--- config.mk ---
export PLATFORM = sky130hd
export DESIGN_NAME = rdh_ctrl
export DESIGN_NICKNAME = d
export VERILOG_FILES = /design/src/rtl/rdh_pkg.sv /design/src/rtl/rdh_ctrl.sv
export SDC_FILE = /design/constraint.sdc
export NUM_CORES = 1
export LEC_CHECK = 0
export ABC_AREA = 1
export BUFFER_PORTS_ARGS = -buffer_cell sky130_fd_sc_hd__buf_2
export CORE_AREA = 2 2 39 41
export CTS_CLUSTER_DIAMETER = 100
export DETAILED_ROUTE_END_ITERATION = 8
export DIE_AREA = 0 0 41 43
export SLEW_MARGIN = 40
export SYNTH_ARGS = -nofsm -noshare
export SYNTH_HDL_FRONTEND = slang
export SYNTH_SLANG_ARGS = --single-unit
--- constraint.sdc ---
create_clock -name clock -period 0.8 [get_ports clock]
set_input_delay 0.2 -clock clock [delete_from_list [all_inputs] [get_ports clock]]
set_output_delay 0.2 -clock clock [all_outputs]
set_load 0.02 [all_outputs]
--- src/rtl/rdh_pkg.sv ---
// ----------------------------------------------------------------------------
// rdh_pkg
// Shared types, constants and the bin mapping for the reuse distance
// histogram.
// ----------------------------------------------------------------------------
package rdh_pkg;

   // Histogram geometry
   localparam int NUM_BINS      = 1024;
   localparam int LINEAR_SHIFT  = 10;
   localparam int CAPTURE_DEPTH = 1024;
   localparam int COUNT_WIDTH   = 48;
   localparam int CAPTURE_LISTS = 5;

   localparam int BIN_AW  = $clog2(NUM_BINS);
   localparam int CAP_AW  = $clog2(CAPTURE_LISTS * CAPTURE_DEPTH);
   localparam int HI_W    = 32 - LINEAR_SHIFT + 1;

   localparam logic [COUNT_WIDTH-1:0] COUNT_MAX = {COUNT_WIDTH{1'b1}};

   // Request codes
   localparam logic [1:0] REQ_RECORD   = 2'd0;
   localparam logic [1:0] REQ_RD_COUNT = 2'd1;
   localparam logic [1:0] REQ_RD_CAP   = 2'd2;

   typedef struct packed {
      logic [1:0]  req_type;
      logic [31:0] distance;
      logic [63:0] address;
      logic [9:0]  bin_select;
      logic [9:0]  entry_index;
   } req_word_type;

   typedef struct packed {
      logic [9:0]  bin;
      logic [47:0] count;
      logic        captured;
      logic [63:0] read_address;
      logic        read_valid;
   } rsp_word_type;

   // Controller -> datapath
   typedef struct packed {
      logic clear_wr;
      logic load;
      logic mem_rd;
      logic update;
   } ctrl_cmd_type;

   // Datapath -> controller
   typedef struct packed {
      logic clear_last;
   } ctrl_status_type;

   // Log-linear bin of a distance: bit length below 2^LINEAR_SHIFT,
   // linear above, clamped at the last bin.
   function automatic logic [BIN_AW-1:0] bin_of(input logic [31:0] d);
      logic [BIN_AW-1:0] len;
      logic [HI_W-1:0]   hi_sum;
      len = '0;
      for (int i = 0; i < LINEAR_SHIFT; i++) begin
         if (d[i]) begin
            len = BIN_AW'(i + 1);
         end
      end
      hi_sum = {1'b0, d[31:LINEAR_SHIFT]} + HI_W'(LINEAR_SHIFT);
      if (d[31:LINEAR_SHIFT] == '0) begin
         return len;
      end else if (hi_sum > HI_W'(NUM_BINS - 1)) begin
         return BIN_AW'(NUM_BINS - 1);
      end else begin
         return hi_sum[BIN_AW-1:0];
      end
   endfunction

endpackage

--- src/rtl/rdh_ctrl.sv ---
// ----------------------------------------------------------------------------
// rdh_ctrl
// Sequencer: clearing sweep after reset, then accept, read, update, respond.
// ----------------------------------------------------------------------------
module rdh_ctrl
   import rdh_pkg::*;
(
   input  logic            clock,
   input  logic            reset,
   input  logic            req_valid,
   output logic            req_stall,
   output logic            rsp_valid,
   input  logic            rsp_stall,
   output ctrl_cmd_type    cmd,
   input  ctrl_status_type status
);

   localparam logic [2:0] ST_CLEAR  = 3'd0;
   localparam logic [2:0] ST_IDLE   = 3'd1;
   localparam logic [2:0] ST_READ   = 3'd2;
   localparam logic [2:0] ST_UPDATE = 3'd3;
   localparam logic [2:0] ST_RESP   = 3'd4;

   logic [2:0] state_ff, state_in;

   assign req_stall = (state_ff != ST_IDLE);
   assign rsp_valid = (state_ff == ST_RESP);

   always_comb begin
      cmd.clear_wr = (state_ff == ST_CLEAR);
      cmd.load     = (state_ff == ST_IDLE) && req_valid;
      cmd.mem_rd   = (state_ff == ST_READ);
      cmd.update   = (state_ff == ST_UPDATE);
   end

   always_comb begin
      state_in = state_ff;
      unique case (state_ff)
         ST_CLEAR: begin
            if (status.clear_last) state_in = ST_IDLE;
         end
         ST_IDLE: begin
            if (req_valid) state_in = ST_READ;
         end
         ST_READ:   state_in = ST_UPDATE;
         ST_UPDATE: state_in = ST_RESP;
         ST_RESP: begin
            if (!rsp_stall) state_in = ST_IDLE;
         end
         default:   state_in = ST_CLEAR;
      endcase
   end

   always_ff @(posedge clock) begin
      if (reset) begin
         state_ff <= ST_CLEAR;
      end else begin
         state_ff <= state_in;
      end
   end

`ifndef SYNTHESIS
   a_load_then_read: assert property (@(posedge clock) disable iff (reset)
      (req_valid && !req_stall) |=> cmd.mem_rd)
      else $error("accepted word not followed by memory read");

   a_update_then_resp: assert property (@(posedge clock) disable iff (reset)
      cmd.update |=> (rsp_valid && req_stall))
      else $error("update not followed by response");

   a_one_in_flight: assert property (@(posedge clock) disable iff (reset)
      rsp_valid |-> (req_stall && !cmd.clear_wr))
      else $error("input open while response pending");
`endif

endmodule

; ---- Yosys cells after proc, flatten, opt, wreduce, memory -nomap -nowiden
; Cells that the tools add are included.
[op_classes]
reduce_logical = 3
eq_ne = 8
n_addsub = 0
bitwise = 0
magnitude_cmp = 0
shift = 0
div_mod_pow = 0
multipliers = 0
n_mux = 4
[ops]
columns = op, count
row1 = $pmux 3 s5, 1
row2 = $mux 3, 3
row3 = $eq 3x2->1 const B, 2
row4 = $ne 2x2->1 const B, 2
row5 = $eq 3x1->1 const B, 1
row6 = $eq 3x3->1 const B, 1
row7 = $logic_not 3->1, 1
row8 = $ne 3x1->1 const B, 1
row9 = $reduce_and 3->1, 1
row10 = $ne 2x1->1 const B, 1
row11 = $logic_and 1x1->1, 1
[totals]
romBits = 0
ramBits = 0
wordCells = 16
mem_count = 0
latch_bits = 0
register_bits = 3

; ---- Longest topological paths before layout
; Gate-level depths: netlist of run 1.
[depth]
depth_word = 3
depth_mapped = 6
depth_no_buf = 6

; ---- Least setup slack after synthesis of run 1
; No wires, ideal clock.
[synth_timing]
path_kind = register -> output
from = register state_ff[0]
to = output port cmd[2] (netlist name)
path_slack_ps = -312
stages_incl_launch_ff = 5
n_path_buf = 0
arrival_ps = 912
cell_sequence = dfxtp_1 inv_2 nor2_2 nand2_2 nor2_1
[synth_rtl]
columns = item, line_no
row1 = "start, declared", rdh_ctrl.sv:24  ; logic [2:0] state_ff, state_in;
row2 = "start signal, assigned", rdh_ctrl.sv:58  ; state_ff <= state_in;
row3 = "end, declared", rdh_ctrl.sv:14  ; output ctrl_cmd_type cmd,

==> flow_summary.ini, run 1 <==
[logic_synthesis]
synthDominantCellAreaShare = 0.331
netlist_instances = 29
async_flop_share = 0
netlist_area_um2 = 181
syn_nets = 34
syn_area_per_cell_um2 = 6.26
ys.flop_type = dfxtp_1
synth_seq_cells = 3
synth_common_cells = inv_1, nand3_1, nor2_1
yosys.area.top_type = dfxtp_1
ys_seq_area_frac = 0.331
ys_top_cells_by_area = dfxtp_1, nand3_1, inv_1
synth_edf_count = 0
synth.distinct_cells = 11
ys.warnings.count = 0

[layout]
fin_util = 0.289
multi_input_area_um2 = 161
nNetsFinal = 51
largest_reg_flops = 3
largest_register = state_ff
n_fill_cell = 166
layout-drive-gt1-share = 0.756
largest_registers = state_ff x3
diodes = 0
synthToLayoutAreaGrowth_pct = 121
regArea_um2 = 68.8

[clock_tree]
cts_sinks = 3
path_clk_slew_ns = 0.04
cts-root-buf = clkbuf_4
htreeDepth = 1
clk-insertion-delay-late_ns = 0.23
cts_tree = yes
numCtsBuffers = 3
clockBufferDepth = 2

[sta]
finalCritPeriodShare = 1.51
tightestPinTransition_ns = 0.146
slew_violations = 0
hold_viol_final = 0
rsz0062_at_grt = yes
min_period_ns = 1.21
fin_skew_ns = 0.00137
setup_ws_ns = -0.409
max_freq_ghz = 0.827
tns_ns = -2.51
hold_slack_ns = 0.170
setup_violations = 9
slew_headroom = 0.903

[critical_path]
startpoint_type = flop
end_kind = output port
reg2reg_slack_ns = -0.12
crit_top_cell = nor2_4
cp_data_required_time_ns = 0.60
cp.arrival_ns = 1.01
crit_chain = inv_4 -> nor2_4 -> nand2_4 -> nor2_4 -> buf_6
critPathKind = flop to output port
slowest_stage = dfxtp_4
crit_fanout = 3
cpPeakStageDelay_ns = 0.37

[route]
antenna_left = 0
vias_per_cell = 3.84
first_pass_iters = 4
wirelength_um = 518
via_count = 234
drc = 0
drtIter0Drc = 5
wl_per_cell_um = 8.49

[grt]
grt_pass1_wl_um = 862
overflow = 0
grt_pass1_vias = 231
grt_max_degree = 7
antenna_found_initial = 0
grt_usage = 0.0762

[die]
dieArea_um2 = 1760
core_area_um2 = 1380
io_pins = 11
die_h_um = 43
die_w_um = 41
placementRows = 14
initial_core_util = 0.131

[place]
hpwl_um = 414
post-place-ws_ns = -0.204
gp_congestion = 0.696
port_buffers = 10

[status]
violations = negative setup slack
status = finished, violations left

[worst_hold_path]
hp-class = input port to flop

[power]
power_density_nw_per_um2 = 1750
worst_ir_drop_vdd_uv = 572
total_power_mw = 0.700
p_leak_nw = 0.188

[flow_run]
maxCapViolCount = 0
-- cell type report --
type | instances | share of cell area
well taps | 16 | 0.0500
clock buffers | 4 | 0.0656
inverters | 7 | 0.0844
repair buffers | 12 | 0.225
flip-flops and latches | 3 | 0.172
multi-input cells | 19 | 0.403
-- layout by cell type (no fill, tap or decap) --
cell      Yosys  layout
buf_2         0       6
nor2_4        0       5
nand2_1       4       4
buf_6         0       4
inv_2         2       3
clkbuf_4      0       3
nand3_1       5       2
nand3_2       0       2
inv_1         5       2
buf_4         0       2
dfxtp_4       0       2
inv_4         0       1
clkinv_4      0       1
nand2_4       0       1
nand3_4       0       1
nand4_1       1       1
nor2_1        5       1
a21oi_2       0       1
a211oi_2      1       1
clkbuf_1      0       1
dfxtp_2       0       1
-- what timing repair did --
action,4_1_cts,5_1_grt
endpoints found under the hold margin,0,0
pin swaps,5,1
endpoints found under the setup margin,9,9
hold buffers,0,0
gates resized for setup,16,2
buffers inserted,1,0
-- power breakdown --
part	switching [mW]	leakage, nW	internal [mW]	total, mW
clock	0.0754	0.0150	0.187	0.262
sequential	0.0232	0.0264	0.164	0.187
combinational	0.140	0.147	0.111	0.251
total	0.238	0.188	0.462	0.700
-- cells by family (layout without fill, tap and decap cells) --
kind of cell	Yosys count	after routing	synth area share
AO/OA/AOI/OAI	2	2	0.0965
buffers and inverters	7	23	0.145
flip-flops	3	3	0.331
AND/OR/NAND/NOR	17	17	0.428
-- per-layer routing --
| layer | track usage | part of all wire |
|---|---|---|
| met4 | 0.0600 | 0 |
| met2 | 0.103 | 0.58 |
| met1 | 0.0801 | 0.38 |
| met3 | 0.0471 | 0.046 |
| met5 | 0 | 0 |
-- final timing paths --
kind,from,to,cells past startpoint
max,state_ff[0],cmd[2],5
min reg2reg,state_ff[0],state_ff[2],2
max reg2reg,state_ff[0],state_ff[0],4
min,reset,state_ff[2],2
-- stage by stage --
step | std cells | instance area, um2
after floorplan | 29 | 223
after global placement | 57 | 308
after detailed placement | 57 | 308
after CTS | 61 | 393
after global routing | 61 | 400
final | 61 | 400
-- critical path, delay by kind of cell, from the launching register on --
| kind | cells | cell delay (ns) |
|---|---|---|
| buf+inv | 2 | 0.16 |
| flops | 1 | 0.37 |
| simple gates | 3 | 0.25 |
No activity file was read; power rests on OpenSTA's default activity.
==> inputs of run 2 (changes only) <==
Clock period 0.8 ns to 1.3 ns, I/O delays scaled along.
==> run 2 against run 1 <==
Effect of this change: the run still ends with negative setup slack left; critical endpoint unchanged; hold slack improved by 0.12 ns; sequential power is 42% lower; register-to-register slack improved by 0.36 ns; flip-flop and latch count is the same; via count rose by 1.7%; global-route usage shrank 1.0 points; clock skew about the same; non-clock buffer count increased by 1; combinational power shrank 47%; sequential share of layout area increased by 2.8 points; core utilization down 4.1 points.
==> flow_summary.ini, run 2 (same netlist as run 1, synthesis figures left out) <==
[route]
drtIter0Drc = 0
first_pass_iters = 1
vias_per_cell = 3.84
via_count = 238
wirelength_um = 491
wl_per_cell_um = 7.92
antenna_left = 0
drc = 0

[die]
initial_core_util = 0.131
die_w_um = 41
io_pins = 11
core_area_um2 = 1380
die_h_um = 43
dieArea_um2 = 1760
placementRows = 14

[layout]
final_cell_mix = buf_4, nand3_1, inv_1
nNetsFinal = 52
final-instance-count-excl-fill = 62
layout-drive-gt1-share = 0.565
largest_registers = state_ff x3
final_common_cell = buf_4
diodes = 0
largest_register = state_ff
synthToLayoutAreaGrowth_pct = 89.7
largest_reg_flops = 3

[critical_path]
critPathKind = flop to output port
critPathBufInv = 2
cp.arrival_ns = 1.01
cpPeakStageDelay_ns = 0.34
end_kind = output port
slowest_stage = dfxtp_2
crit_fanout = 3
critPathTopFamily = flip-flops
crit_chain = inv_2 -> nor2_4 -> nand2_2 -> nor2_2 -> buf_6
cp_data_required_time_ns = 0.98
startpoint_type = flop

[sta]
max_freq_ghz = 0.748
fin_skew_ns = 0.000954
setup_ws_ns = -0.0367
slew_headroom = 0.904
hold_viol_final = 0
min_period_ns = 1.34
slew_violations = 0
finalCritPeriodShare = 1.03
tightestPinTransition_ns = 0.144
setup_violations = 1
hold_slack_ns = 0.290
rsz0062_at_grt = yes

[clock_tree]
htreeDepth = 1
numCtsBuffers = 3
cts_sinks = 3
clk-insertion-delay-late_ns = 0.23
path_clk_slew_ns = 0.04
clockBufferDepth = 2
cts_tree = yes
postCtsHoldBufs = 0
cts-root-buf = clkbuf_4

[status]
status = finished, violations left
violations = negative setup slack

[grt]
grt_max_degree = 7
grt_pass1_vias = 234
antenna_found_initial = 0
overflow = 0
grt_usage = 0.0663
grt_pass1_wl_um = 724

[place]
hpwl_um = 343
gp_congestion = 0.678
port_buffers = 10
post-place-ws_ns = 0.149
dp.cells = 55

[worst_hold_path]
hp-class = input port to flop

[power]
p_leak_nw = 0.188
worst_ir_drop_vdd_uv = 309
power_density_nw_per_um2 = 1180

[flow_run]
maxCapViolCount = 0
-- run 2: where the power goes --
group	switching, mW	internal [mW]
logic	0.0688	0.0649
registers	0.0101	0.0991
clock network	0.0477	0.115
-- run 2: path summary, 6_finish.rpt --
check | start | endpoint | slack (ns) | cells past startpoint
worst max-delay path | state_ff[0] | cmd[2] | -0.04 | 5
worst min-delay path | reset | state_ff[2] | 0.29 | 2
worst max register to register | state_ff[1] | state_ff[0] | 0.24 | 6
worst min register to register | state_ff[0] | state_ff[2] | 0.53 | 2
-- run 2: per-layer routing --
metal / GRT usage / up-vias / part of all wire
li1: - / 125 / -
met1: 0.0514 / 109 / 0.30
met2: 0.100 / 4 / 0.64
met3: 0.0314 / 0 / 0.059
met4: 0.0800 / 0 / 0
met5: 0 / - / 0
-- run 2: timing repair --
action | CTS | global route
buffers inserted | 1 | 2
pin swaps | 0 | 1
gates resized for setup | 10 | 7
cloned | 0 | 0
setup endpoints to repair | 6 | 6
-- run 2: area by class of cell --
cell class	count	area, um2
clock buffers	4	26.3
fillers	161	1040
inverters	7	28.8
multi-input cells	19	105
flip-flops and latches	3	68.8
well taps	16	20.0
repair buffers	13	95.1
-- run 2: metrics by stage --
stage | utilization | TNS (ns) | cell area [um2] | total power [mW]
after floorplan | - | 0 | 181 | 0.174
after global placement | 0.182 | 0 | 251 | 0.201
after detailed placement | 0.182 | 0 | 251 | 0.202
after CTS | 0.223 | -0.0461 | 309 | 0.395
after global routing | 0.249 | -0.282 | 344 | 0.434
final | 0.249 | -0.0367 | 344 | 0.406
==> inputs of run 3 (changes only) <==
Settings changed: ABC_AREA 1 to default.
Clock period 1.3 ns to 1.7 ns, I/O delays scaled along.
==> run 3 against run 2 <==
Effect of this change: the run now ends clean; total power decreased by 21%; core utilization down 3.3 points; synthesized cell count is 6.9% lower; critical path depth down 3; worst setup slack better by 0.16 ns; synthesized area rose by 15%; critical path type unchanged.
==> flow_summary.ini, run 3 <==
[status]
status = finished clean

[sta]
min_period_ns = 1.58
setup_ws_ns = 0.123
fin_skew_ns = 0.00295
finalCritPeriodShare = 0.927
slew_headroom = 0.742
hold_viol_final = 0
slew_violations = 0
max_freq_ghz = 0.634
tns_ns = 0
tightestPinTransition_ns = 0.387
rsz0062_at_grt = no
setup_violations = 0

[route]
via_count = 233
drc = 0
vias_per_cell = 4.24
wl_per_cell_um = 9.22
antenna_left = 0
drtIter0Drc = 4
wirelength_um = 507
first_pass_iters = 2

[die]
core_area_um2 = 1380
initial_core_util = 0.151
placementRows = 14
io_pins = 11
die_h_um = 43
die_w_um = 41
dieArea_um2 = 1760

[grt]
grt_pass1_wl_um = 752
antenna_found_initial = 0
grt_usage = 0.0683
overflow = 0
grt_pass1_vias = 187
grt_max_degree = 12

[layout]
multi_input_area_um2 = 136
largest_reg_flops = 3
final_cell_mix = buf_2, nor2_1, clkbuf_4
n_fill_cell = 154
regArea_um2 = 61.3
final_common_cell = buf_2
synthToLayoutAreaGrowth_pct = 42.5
largest_registers = state_ff x3
final-instance-count-excl-fill = 55
largest_register = state_ff
layout-drive-gt1-share = 0.410
nNetsFinal = 45
diodes = 0

[clock_tree]
numCtsBuffers = 3
post_cts_resized = 0
clk-insertion-delay-late_ns = 0.23
postCtsHoldBufs = 0
cts-root-buf = clkbuf_4
cts_sinks = 3
clockBufferDepth = 2
path_clk_slew_ns = 0.04
htreeDepth = 1
cts_tree = yes
post_cts.repair.setup_buffers = 0

[logic_synthesis]
synth_seq_cells = 3
synth-adder-area-share = 0
synth_top_family_by_area = simple AND/OR/NAND/NOR gates
ys.flop_type = dfxtp_1
ys_top_cells_by_area = dfxtp_1, mux2i_1, and3_1
syn_area_per_cell_um2 = 7.74
synthDominantCellAreaShare = 0.287
async_flop_share = 0
ys.warnings.count = 0
synth.distinct_cells = 19
synthSimpleGateAreaFrac = 0.419
netlist_instances = 27
synth_edf_count = 0
netlist_area_um2 = 209
muxShareOfSynthArea = 0.0958
ys_seq_area_frac = 0.287
yosys.area.top_type = dfxtp_1
synth_compound_area_frac = 0.138
syn_nets = 32
synth_xor_area_frac = 0
synth_common_cells = dfxtp_1, nor2_1

[critical_path]
critPathKind = flop to output port
cp_data_required_time_ns = 1.27
crit_fanout = 11
rr_startpoint = state_ff[2]
cp.arrival_ns = 1.15
startpoint = state_ff[0]
startpoint_type = flop
slowest_stage = dfxtp_1
end_kind = output port
crit_chain = and3_1 -> buf_2
cpPeakStageDelay_ns = 0.54

[place]
hpwl_um = 386
port_buffers = 10
post-place-ws_ns = 0.336
dp.cells = 51
gp_congestion = 0.818

[worst_hold_path]
min_from = reset
hp-class = input port to flop

[power]
p_int_mw = 0.211
clock_power_share = 0.383
power_density_nw_per_um2 = 1070
p_leak_nw = 0.134
worst_ir_drop_vdd_uv = 264
power_frac_seq = 0.321
power_frac_comb = 0.296
p_sw_frac = 0.340
power.switching_mw = 0.108

[flow_run]
maxCapViolCount = 0
## run 3: cell count changes after synthesis, moves of 2 or more
cell     previous run  this run
inv_1               5         0
nand3_1             5         0
and3_1              0         2
mux2i_1             0         2
nand2_1             4         2
nor2_1              5         3
nor3_1              0         2
## run 3: critical path, delay by kind of cell, from the launching register on
family | cells | cell delay, ns
buf+inv | 1 | 0.16
simple gates | 1 | 0.22
flops | 1 | 0.54
## run 3: worst paths after layout
path                  to  slack, ns  depth (start not counted)
min          state_ff[0]       0.39                          2
min reg2reg  state_ff[1]       0.58                          1
max               cmd[2]       0.12                          2
max reg2reg  state_ff[0]       0.48                          3
## run 3: cell type report
type / instances / share of cell area
Clock buffer: 4 / 0.0882
Inverter: 1 / 0.0126
Multi-Input combinational cell: 21 / 0.458
Sequential cell: 3 / 0.206
Tap cell: 16 / 0.0672
Timing Repair Buffer: 10 / 0.168
## run 3: stage by stage
stage / area [um2] / hold WS (ns) / utilization / total power [mW]
after CTS: 297 / 0.384 / 0.214 / 0.326
after global routing: 298 / 0.383 / 0.215 / 0.344
after detailed placement: 270 / 0.588 / 0.195 / 0.198
final: 298 / 0.392 / 0.215 / 0.319
after floorplan: 209 / 0.494 / - / 0.170
after global placement: 270 / 0.593 / 0.195 / 0.197
## run 3: power by group through the flow
stage / clock network [mW] / registers, mW / logic (mW)
floorplan: 0 / 0.0871 / 0.0825
global placement: 0 / 0.103 / 0.0935
CTS: 0.129 / 0.103 / 0.0948
detailed placement: 0 / 0.103 / 0.0944
global route: 0.138 / 0.106 / 0.101
finish: 0.122 / 0.103 / 0.0943
## run 3: metal layers
layer / global-route usage / share of wire / vias up
met2: 0.0813 / 0.48 / 5
met4: 0.0600 / 0 / 0
met3: 0.0471 / 0.034 / 0
met5: 0 / 0 / -
li1: - / - / 121
met1: 0.0774 / 0.49 / 107
## run 3: logic make-up after synthesis
kind of cell           Yosys count
buffers and inverters            3
muxes                            2
AOI/OAI and AO/OA                4
and+or+nand+nor                 15
DFF                              3
